## src/hdl/assert_macros.svh

```systemverilog
// Assertion macros shared by the RTL.
`ifndef ASSERT_MACROS_SVH
`define ASSERT_MACROS_SVH

// Same-cycle implication, disabled during reset.
`define ASSERT_IMPL(label, clk, rst_n, ante, cons) \
    label: assert property (@(posedge clk) disable iff (!(rst_n)) (ante) |-> (cons)) \
        else $error("assertion failed");

// Next-cycle implication, disabled during reset.
`define ASSERT_NEXT(label, clk, rst_n, ante, cons) \
    label: assert property (@(posedge clk) disable iff (!(rst_n)) (ante) |=> (cons)) \
        else $error("assertion failed");

`endif

```

## src/hdl/gwma_pkg.sv

```systemverilog
// Package: types and constants of the growing-window moving average.
package gwma_pkg;

    localparam int DEFAULT_WINDOW = 16;
    localparam int SAMPLE_W       = 16;
    localparam int MODE_W         = 2;

    localparam logic [MODE_W-1:0] MODE_NORMAL     = 2'd0;
    localparam logic [MODE_W-1:0] MODE_FORCED     = 2'd1;
    localparam logic [MODE_W-1:0] MODE_INVALIDATE = 2'd2;

    typedef enum logic [2:0] {
        S_IDLE,
        S_READ,
        S_ABS,
        S_DIV,
        S_FIN
    } t_state;

endpackage

```

## src/hdl/growing_window_moving_average.sv

```systemverilog
// Growing-window moving average: each sample word (normal or forced update) goes
// through a ring read and a sum update, then a restoring divider that retires one
// quotient bit per cycle over SUM_W = 16 + clog2(WINDOW+1) bits, then a sign fixup.
// Rejected, invalidate and unused mode words complete in the accept cycle. One word
// is in work at a time; the result sits in an output register, and a new word is
// taken only while that register is empty or being read, so a stalled output holds
// off the input.
`include "assert_macros.svh"

module growing_window_moving_average #(
    parameter int WINDOW = gwma_pkg::DEFAULT_WINDOW
) (
    input  logic                          i_clk,
    input  logic                          i_rst_n,
    input  logic                          i_cfg_we,
    input  logic                          i_cfg_wdata,
    input  logic                          i_valid,
    output logic                          o_ready,
    input  logic [gwma_pkg::MODE_W-1:0]   i_mode,
    input  logic signed [gwma_pkg::SAMPLE_W-1:0] i_sample,
    output logic                          o_valid,
    input  logic                          i_ready,
    output logic signed [gwma_pkg::SAMPLE_W-1:0] o_average,
    output logic                          o_valid_res,
    output logic                          o_status,
    output logic                          o_became_valid,
    output logic                          o_changed,
    output logic                          o_invalidated_event
);

    localparam int SW     = gwma_pkg::SAMPLE_W;
    localparam int PTR_W  = (WINDOW > 1) ? $clog2(WINDOW) : 1;
    localparam int CNT_W  = $clog2(WINDOW + 1);
    localparam int SUM_W  = SW + CNT_W;
    localparam int STEP_W = $clog2(SUM_W);

    gwma_pkg::t_state r_state, n_state;

    logic                    r_write_en, n_write_en;
    logic [PTR_W-1:0]        r_wptr, n_wptr;
    logic [CNT_W-1:0]        r_count, n_count;
    logic signed [SUM_W-1:0] r_sum, n_sum;
    logic signed [SW-1:0]    r_last_avg, n_last_avg;
    logic signed [SW-1:0]    r_sample, n_sample;
    logic                    r_first, n_first;
    logic                    r_neg, n_neg;
    logic [CNT_W-1:0]        r_rem, n_rem;
    logic [SUM_W-1:0]        r_quot, n_quot;
    logic [STEP_W-1:0]       r_step, n_step;

    logic                    r_o_valid, n_o_valid;
    logic signed [SW-1:0]    r_o_average, n_o_average;
    logic                    r_o_valid_res, n_o_valid_res;
    logic                    r_o_status, n_o_status;
    logic                    r_o_became, n_o_became;
    logic                    r_o_changed, n_o_changed;
    logic                    r_o_inval, n_o_inval;

    logic                    w_slot_free;
    logic                    w_accept;
    logic                    w_inval_accept;
    logic                    w_full;
    logic                    w_take;
    logic                    w_ram_we;
    logic [SW-1:0]           w_rdata;
    logic [CNT_W:0]          w_shifted;
    logic [CNT_W:0]          w_trial;
    logic                    w_ge;
    logic [SW-1:0]           w_q16;
    logic signed [SW-1:0]    w_avg;

    assign w_slot_free = !r_o_valid || i_ready;
    assign o_ready     = (r_state == gwma_pkg::S_IDLE) && w_slot_free;
    assign w_accept    = i_valid && o_ready;
    assign w_inval_accept = w_accept && (i_mode == gwma_pkg::MODE_INVALIDATE);
    assign w_full      = (r_count == CNT_W'(WINDOW));
    assign w_take      = (i_mode == gwma_pkg::MODE_FORCED)
                      || ((i_mode == gwma_pkg::MODE_NORMAL) && r_write_en);
    assign w_ram_we    = (r_state == gwma_pkg::S_READ);

    gwma_ram #(
        .WIDTH (SW),
        .DEPTH (WINDOW)
    ) u_ring (
        .i_clk   (i_clk),
        .i_we    (w_ram_we),
        .i_waddr (r_wptr),
        .i_wdata (r_sample),
        .i_raddr (r_wptr),
        .o_rdata (w_rdata)
    );

    assign w_shifted = {r_rem, r_quot[SUM_W-1]};
    assign w_ge      = (w_shifted >= {1'b0, r_count});
    assign w_trial   = w_shifted - {1'b0, r_count};
    assign w_q16     = r_quot[SW-1:0];
    assign w_avg     = r_neg ? $signed(-w_q16) : $signed(w_q16);

    always_comb begin
        n_state       = r_state;
        n_write_en    = r_write_en;
        n_wptr        = r_wptr;
        n_count       = r_count;
        n_sum         = r_sum;
        n_last_avg    = r_last_avg;
        n_sample      = r_sample;
        n_first       = r_first;
        n_neg         = r_neg;
        n_rem         = r_rem;
        n_quot        = r_quot;
        n_step        = r_step;
        n_o_valid     = r_o_valid && !i_ready;
        n_o_average   = r_o_average;
        n_o_valid_res = r_o_valid_res;
        n_o_status    = r_o_status;
        n_o_became    = r_o_became;
        n_o_changed   = r_o_changed;
        n_o_inval     = r_o_inval;

        if (i_cfg_we) begin
            n_write_en = i_cfg_wdata;
        end

        case (r_state)
            gwma_pkg::S_IDLE: begin
                if (w_accept) begin
                    if (w_take) begin
                        n_sample = i_sample;
                        n_state  = gwma_pkg::S_READ;
                    end else begin
                        n_o_valid     = 1'b1;
                        n_o_average   = r_last_avg;
                        n_o_became    = 1'b0;
                        n_o_changed   = 1'b0;
                        n_o_valid_res = (r_count != '0);
                        n_o_status    = 1'b0;
                        n_o_inval     = 1'b0;
                        case (i_mode)
                            gwma_pkg::MODE_NORMAL: begin
                                n_o_status = 1'b1;
                            end
                            gwma_pkg::MODE_INVALIDATE: begin
                                n_o_valid_res = 1'b0;
                                n_o_inval     = (r_count != '0);
                                n_count       = '0;
                                n_wptr        = '0;
                                n_sum         = '0;
                            end
                            default: begin
                            end
                        endcase
                    end
                end
            end
            gwma_pkg::S_READ: begin
                n_first = (r_count == '0);
                n_sum   = r_sum + SUM_W'(r_sample)
                        - (w_full ? SUM_W'($signed(w_rdata)) : SUM_W'(0));
                n_count = w_full ? r_count : r_count + 1'b1;
                n_wptr  = (r_wptr == PTR_W'(WINDOW - 1)) ? '0 : r_wptr + 1'b1;
                n_state = gwma_pkg::S_ABS;
            end
            gwma_pkg::S_ABS: begin
                n_neg   = r_sum[SUM_W-1];
                n_quot  = r_sum[SUM_W-1] ? -r_sum : r_sum;
                n_rem   = '0;
                n_step  = '0;
                n_state = gwma_pkg::S_DIV;
            end
            gwma_pkg::S_DIV: begin
                n_rem  = w_ge ? w_trial[CNT_W-1:0] : w_shifted[CNT_W-1:0];
                n_quot = {r_quot[SUM_W-2:0], w_ge};
                n_step = r_step + 1'b1;
                if (r_step == STEP_W'(SUM_W - 1)) begin
                    n_state = gwma_pkg::S_FIN;
                end
            end
            gwma_pkg::S_FIN: begin
                if (w_slot_free) begin
                    n_o_valid     = 1'b1;
                    n_o_average   = w_avg;
                    n_o_valid_res = 1'b1;
                    n_o_status    = 1'b0;
                    n_o_became    = r_first;
                    n_o_changed   = (w_avg != r_last_avg);
                    n_o_inval     = 1'b0;
                    n_last_avg    = w_avg;
                    n_state       = gwma_pkg::S_IDLE;
                end
            end
            default: begin
                n_state = gwma_pkg::S_IDLE;
            end
        endcase
    end

    always_ff @(posedge i_clk) begin
        if (!i_rst_n) begin
            r_state    <= gwma_pkg::S_IDLE;
            r_write_en <= 1'b1;
            r_wptr     <= '0;
            r_count    <= '0;
            r_sum      <= '0;
            r_last_avg <= '0;
            r_o_valid  <= 1'b0;
        end else begin
            r_state    <= n_state;
            r_write_en <= n_write_en;
            r_wptr     <= n_wptr;
            r_count    <= n_count;
            r_sum      <= n_sum;
            r_last_avg <= n_last_avg;
            r_o_valid  <= n_o_valid;
        end
    end

    always_ff @(posedge i_clk) begin
        r_sample      <= n_sample;
        r_first       <= n_first;
        r_neg         <= n_neg;
        r_rem         <= n_rem;
        r_quot        <= n_quot;
        r_step        <= n_step;
        r_o_average   <= n_o_average;
        r_o_valid_res <= n_o_valid_res;
        r_o_status    <= n_o_status;
        r_o_became    <= n_o_became;
        r_o_changed   <= n_o_changed;
        r_o_inval     <= n_o_inval;
    end

    assign o_valid             = r_o_valid;
    assign o_average           = r_o_average;
    assign o_valid_res         = r_o_valid_res;
    assign o_status            = r_o_status;
    assign o_became_valid      = r_o_became;
    assign o_changed           = r_o_changed;
    assign o_invalidated_event = r_o_inval;

    `ASSERT_IMPL(a_count_bound, i_clk, i_rst_n, 1'b1, r_count <= CNT_W'(WINDOW))
    `ASSERT_IMPL(a_became_implies_valid, i_clk, i_rst_n, o_valid && o_became_valid, o_valid_res)
    `ASSERT_NEXT(a_update_starts, i_clk, i_rst_n, w_accept && w_take, r_state == gwma_pkg::S_READ)
    `ASSERT_NEXT(a_invalidate_clears, i_clk, i_rst_n, w_inval_accept, r_count == '0 && r_wptr == '0)

endmodule

```

## src/hdl/gwma_ram.sv

```systemverilog
// Generic single-write, single-read RAM with registered read data.
module gwma_ram #(
    parameter int WIDTH = 16,
    parameter int DEPTH = 16,
    parameter int AW    = (DEPTH > 1) ? $clog2(DEPTH) : 1
) (
    input  logic             i_clk,
    input  logic             i_we,
    input  logic [AW-1:0]    i_waddr,
    input  logic [WIDTH-1:0] i_wdata,
    input  logic [AW-1:0]    i_raddr,
    output logic [WIDTH-1:0] o_rdata
);

    logic [WIDTH-1:0] r_mem [DEPTH];
    logic [WIDTH-1:0] r_rdata;

    always_ff @(posedge i_clk) begin
        if (i_we) begin
            r_mem[i_waddr] <= i_wdata;
        end
        r_rdata <= r_mem[i_raddr];
    end

    assign o_rdata = r_rdata;

endmodule
```

## config.mk

```make
export PLATFORM = sky130hd
export DESIGN_NAME = growing_window_moving_average
export DESIGN_NICKNAME = d
export VERILOG_FILES = /design/src/hdl/gwma_pkg.sv /design/src/hdl/growing_window_moving_average.sv /design/src/hdl/gwma_ram.sv
export VERILOG_INCLUDE_DIRS = /design/src /design/src/hdl
export SDC_FILE = /design/constraint.sdc
export NUM_CORES = 1
export LEC_CHECK = 0
export ABC_AREA = 1
export BUFFER_PORTS_ARGS = -buffer_cell sky130_fd_sc_hd__buf_2
export CORE_UTILIZATION = 40
export DETAILED_ROUTE_END_ITERATION = 8
export GPL_ROUTABILITY_DRIVEN = 0
export GPL_TIMING_DRIVEN = 1
export PLACE_DENSITY = 0.59
export SETUP_SLACK_MARGIN = 0.5
export SLEW_MARGIN = 25
export SYNTH_ARGS = -nofsm -noshare
export SYNTH_HDL_FRONTEND = slang
export SYNTH_SLANG_ARGS = --single-unit
export TNS_END_PERCENT = 10
```

## constraint.sdc

```tcl
create_clock -name i_clk -period 5.8 [get_ports i_clk]
set_clock_uncertainty 0.1 [all_clocks]
set_input_delay 0.58 -clock i_clk [delete_from_list [all_inputs] [get_ports i_clk]]
set_output_delay 0.58 -clock i_clk [all_outputs]
set_load 0.01 [all_outputs]
```

Word-level counts from Yosys, hierarchy flattened
Memory sizes are Yosys's and may differ from the RTL's. A register that Yosys moved wholly into a read port is not among the register bits. Index checks and enable logic that the tools add are counted.

Bits in registers: 121. Memory bits (writable): 256. Input port bits: 24. Output and inout bits: 23. Word-level logic and storage cells: 123. Memories: 1.

Add/sub/neg operators: 8. Order comparisons: 1. Equal/unequal tests: 17. Muxes and demuxes: 56. Reductions and logical operators: 21.

Memory list: u_ring.r_mem (words 16, width 16, read ports 1, clocked after Yosys merged registers in 1, wr ports 1, line gwma_ram.sv:15) `logic [WIDTH-1:0] r_mem [DEPTH];`.

Operators by type and width (count): 2-to-1 mux 21 bit (5); case mux 21 bit (2 select lines) (2); 2-to-1 mux 16 bit (4); case mux 16 bit (2 select lines) (1); case mux 5 bit (2 select lines) (3); 2-to-1 mux 5 bit (5); adder 21 x 16 -> 21 bit (1); negation 21 bit (1); subtractor 21 bit (1); 2-to-1 mux 1 bit (20); 2-to-1 mux 4 bit (4); inequality test 16 bit (1); negation 16 bit (1); case mux 3 bit (5 select lines) (1); 2-to-1 mux 3 bit (4); inequality test 2 bit, second input constant (6); case mux 1 bit (2 select lines) (6); AND reduction 4 bit (3); adder 5 x 1 -> 5 bit, second input constant (2); == test 5 bit, second input constant (2); case mux 4 bit (2 select lines) (1); == test 3 x 2 -> 1 bit, second input constant (2); >= comparator 6 x 5 -> 1 bit (1); nonzero test 2 bit (3); 18 further kinds (23).

Longest topological paths before layout
Depth in word-level cells: 6. Gate-level depth with buffers: 19. Gate-level depth less buffers: 19.

Hierarchy
A second synthesis with hierarchy kept.

Cells, all modules: 2157. Area, all modules: 19487.4 µm².

By module, submodules not included: gwma_ram (times used 1, cells each 1074, area an instance 11380.9 µm², seq. area each 8007.7 µm²); growing_window_moving_average (times used 1, cells each 1083, area an instance 8106.5 µm², seq. area each 3123.0 µm²).

Least setup slack after synthesis
OpenSTA, ideal clock, no wires.

Path kind: input -> register. Start point: input port i_ready. End point: register r_o_average[0] (netlist: o_average[0]), enable pin. Setup time: 432 ps. Data arrival time: 2806 ps. Required time: 5268 ps. Slack: 2462 ps. Cell stages on the path: 6. Buffers on the path: 0. Cells stage by stage: nor2_1 nor2_1 nand2_1 nand2_1 o21ai_0 a211oi_1.

Word-level cells in the longest chain between the ends: 5. Elaborated cells on any way between the ends: 6. Those cells by class: 2 x eq/ne; 4 x reduce/logical.

RTL lines: start: declaration (line growing_window_moving_average.sv:22) `input logic i_ready,`; logical OR 1 bit (line growing_window_moving_average.sv:72) `assign w_slot_free = !r_o_valid || i_ready;`; logical AND 1 bit (line growing_window_moving_average.sv:73) `assign o_ready = (r_state == gwma_pkg::S_IDLE) && w_slot_free;`; named net o_ready (line growing_window_moving_average.sv:18) `output logic o_ready,`; logical AND 1 bit (line growing_window_moving_average.sv:74) `assign w_accept = i_valid && o_ready;`; inequality test 2 bit (no line); AND reduction 4 bit (no line); end signal: assignment (line growing_window_moving_average.sv:224) `r_o_average <= n_o_average;`; end: declaration (line growing_window_moving_average.sv:52) `logic signed [SW-1:0] r_o_average, n_o_average;`.

The timed path passes the listed nets, and every way through them passes these cells. A chain may end at the register's enable or synchronous reset.

Worst setup path in the final report
Start point: register r_count[1]. End point: register r_sum[20].

Word-level cells in the longest chain between the ends: 4.

RTL lines: start: declaration (line growing_window_moving_average.sv:41) `logic [CNT_W-1:0] r_count, n_count;`; start signal: assignment (line growing_window_moving_average.sv:210) `r_count <= n_count;`; == test 5 bit (line growing_window_moving_average.sv:76) `assign w_full = (r_count == CNT_W'(WINDOW));`; 2-to-1 mux 21 bit (line growing_window_moving_average.sv:158) `- (w_full ? SUM_W'($signed(w_rdata)) : SUM_W'(0));`; subtractor 21 bit (line growing_window_moving_average.sv:158); case mux 21 bit (2 select lines) (line growing_window_moving_average.sv:124) `case (r_state)`; end signal: assignment (line growing_window_moving_average.sv:211) `r_sum <= n_sum;`; end: declaration (line growing_window_moving_average.sv:42) `logic signed [SUM_W-1:0] r_sum, n_sum;`.

No other way between the ends.

==> out/metrics.yaml <==
synth:
  synthArstFlopShare_pct: 0
  synth_top_cell_by_area: "edfxtp_1"
  ys_seq_elements: 393
  yosys_warnings: 0
  ys_types: 41
  synth_area_per_cell_um2: 9.91
  syn_nets: 1920
  synth_edf_count: 326
  syn_area_mm2: 0.0182
  ys.flop_type: "edfxtp_1"
  ys_seq_area_share_pct: 61.0
  synth_top_area_share_pct: 53.7
  synth_area_leaders: "edfxtp_1 (54%), dfxtp_1 (7.4%), nand2_1 (6.5%), o21ai_0 (6.1%), nor2_1 (4.9%)"
  synth_cells: 1839
cts:
  hold_buffers: 0
  insertion_delay_ns: 0.58
  path_clk_slew_ns: 0.06
  cts.root.buffer_cell: "clkbuf_16"
  cts_resized: 0
  cts_inserted_buffers: 44
  max-clock-path-buffers: 3
  post_cts_buffers: 0
  cts_tree: "done"
  cts.sinks: 393
  cts_max_level: 2
timing:
  whs_ns: 0.0760
  fin_setup_tns_ns: 0
  fin_crit_sh_pct: 65.5
  min_period_ns: 3.80
  tightest_slew_ns: 0.940
  final-setup-viol-count: 0
  hold_viol: 0
  fmax_mhz: 263
  rsz0062_at_grt: "no"
  final-max-slew-violation-count: 0
  slew_headroom_pct: 37.0
place:
  dp_hpwl_mm: 27.2
  portBuffers: 46
  place_inst: 2432
grt:
  gr-usage-all-layers_pct: 19.5
  overflow: 0
  grt_pass1_wl_mm: 70.0
  grt_max_degree: 107
  antenna_found_initial: 0
  grt_pass1_vias: 12600
finish:
  syn2layout_area_growth_pct: 13.2
  final_nets: 1968
  filler_cell_count: 4169
  drive_gt1_share_pct: 9.11
  final_cells: 2514
  diodes: 0
critical_path:
  critPathRequiredTime_ns: 6.21
  timing.rr.end: "r_sum[20]$_SDFFE_PN0P_"
  ff2ff_path_depth: 16
  reg2reg_from: "r_count[1]$_SDFFE_PN0P_"
  crit_path_end_kind: "register"
  critPathKind: "register to register"
  worstPathMaxFanout: 18
  cp.arrival_ns: 4.21
  r2r_slack_ns: 2.00
  critPathLaunch: "r_count[1]$_SDFFE_PN0P_"
  endpoint: "r_sum[20]$_SDFFE_PN0P_"
  start_kind: "register"
floorplan:
  fp.dieArea_mm2: 0.0464
  die_y_um: 215
  die_w_um: 215
  initial_core_util_pct: 40.9
  io_pins: 47
  core_area_mm2: 0.0446
  rows: 77
power:
  powerDensity_mw_per_mm2: 464
  p_clk_share_pct: 28.7
  peakVddDrop_mv: 0.260
  p_sw_mw: 3.46
  power.share.sequential_pct: 40.2
  p_leak_nw: 7.89
  p_sw_share_pct: 36.1
  internal_power_mw: 6.12
  comb_power_share_pct: 31.1
route:
  drc_errors: 0
  wirelength_mm: 44.8
  drt-wirelength-per-cell_um: 17.8
  drtAntennaViolNets: 0
  routed_via_density: 5.21
  dr.first_iter.drc_count: 1219
  firstDrtPassIters: 7
  vias: 13100
status:
  status: "complete, no violations"
run:
  maxCapViolCount: 0
worst_hold_path:
  hp-class: "input pin to register"
-- cells in the final DEF (no fill, tap or decap), types with 36 or more instances in the layout --
cell type and instances:
o21ai_0 222, edfxtp_1 326, nand2_1 316, inv_1 204
o22ai_1 64, clkbuf_16 44, a21oi_1 78, dfxtp_1 65
ha_1 36, nor2_1 223, nand3_1 75, buf_2 46
-- synth_stat cells, types with 20 or more instances --
master / n
xor2_1: 20
nor3_1: 28
o22ai_1: 64
nand2_1: 316
o21ai_0: 222
nand4_1: 25
inv_1: 205
fa_1: 21
nand3_1: 75
nor2_1: 238
a21oi_1: 78
edfxtp_1: 326
clkbuf_1: 51
dfxtp_1: 67
ha_1: 36
-- cell families after synthesis --
family                   after synthesis  synth area share, %
AND/OR/NAND/NOR                      702                 16.0
flip-flops                           393                 61.0
AO/OA/AOI/OAI                        382                 11.2
buffers and inverters                284                 6.00
adder cells (fa/ha/maj)               57                 4.78
XOR/XNOR                              21                 1.01
-- metal layers --
layer  routed length (um)  GRT usage (%)  up-vias
met5                    0              0        -
met3                 2640           3.34       81
met2                20900           32.5      367
met4                 1330           7.23        0
li1                     -              -     6389
met1                19900           25.4     6259
-- sequential cells by signal, summed over array words and instances, names as in the netlist, 3 cells and up --
| register | cells |
|---|---|
| r_wptr | 4 |
| r_state | 3 |
| r_count | 5 |
| r_last_avg | 16 |
| u_ring.o_rdata | 16 |
| r_sample | 16 |
| r_quot | 21 |
| u_ring.r_mem | 256 |
| r_sum | 21 |
| o_average | 16 |
| r_step | 5 |
| r_rem | 5 |
-- worst max-delay path, stage by stage, from the launching register on --
cell and delay [ns]:
dfxtp_1 0.35, inv_1 0.13, ha_1 0.20, nand4_2 0.48, nor2_1 0.66, fa_1 0.51
inv_1 0.06, ha_1 0.29, inv_1 0.10, o21ai_0 0.14, nand2_1 0.09, a21oi_1 0.06
nor3b_1 0.24, nand2_1 0.08, nand2_1 0.06, nand3_1 0.06, a21oi_1 0.12
-- per-stage QoR --
step / power (mW) / worst slack [ns] / util [%] / instance area, um^2
finish: 9.57 / 2.00 / 46.3 / 20600
global route: 10.2 / 1.64 / 46.3 / 20600
CTS: 9.63 / 1.96 / 46.3 / 20600
detailed placement: 6.85 / 2.00 / 43.0 / 19200
global placement: 6.81 / 2.14 / 43.0 / 19200
floorplan: 6.01 / 2.46 / - / 18200
-- worst min-delay path by stage --
stage	start	to	slack [ns]	depth (start not counted)
floorplan	r_write_en$_SDFFE_PN1P_	r_write_en$_SDFFE_PN1P_	0.34	2
global placement	r_sum[4]$_SDFFE_PN0P_	r_sum[4]$_SDFFE_PN0P_	0.35	2
detailed placement	r_write_en$_SDFFE_PN1P_	r_write_en$_SDFFE_PN1P_	0.36	2
CTS	i_sample[11]	r_sample[11]$_DFFE_PP_	0.04	1
global route	i_sample[11]	r_sample[11]$_DFFE_PP_	0.04	1
finish	i_sample[15]	r_sample[15]$_DFFE_PP_	0.08	1
-- final cells by class --
cell class / count / area, um^2 / share of cell area, %
sequential: 393 / 11100 / 53.9
tap: 592 / 741 / 3.59
inverter: 213 / 803 / 3.89
clock buffer: 68 / 1260 / 6.11
multi-input combinational: 1162 / 6090 / 29.5
timing repair buffer: 73 / 440 / 2.13
clock inverter: 13 / 178 / 0.860
-- power by group through the flow --
stage / registers, mW / clock network [mW] / logic (mW)
CTS: 3.85 / 2.82 / 2.96
floorplan: 3.83 / 0 / 2.17
global placement: 3.89 / 0 / 2.91
global route: 3.89 / 2.91 / 3.40
detailed placement: 3.90 / 0 / 2.95
finish: 3.84 / 2.75 / 2.98
No activity file was read; power rests on OpenSTA's default activity.
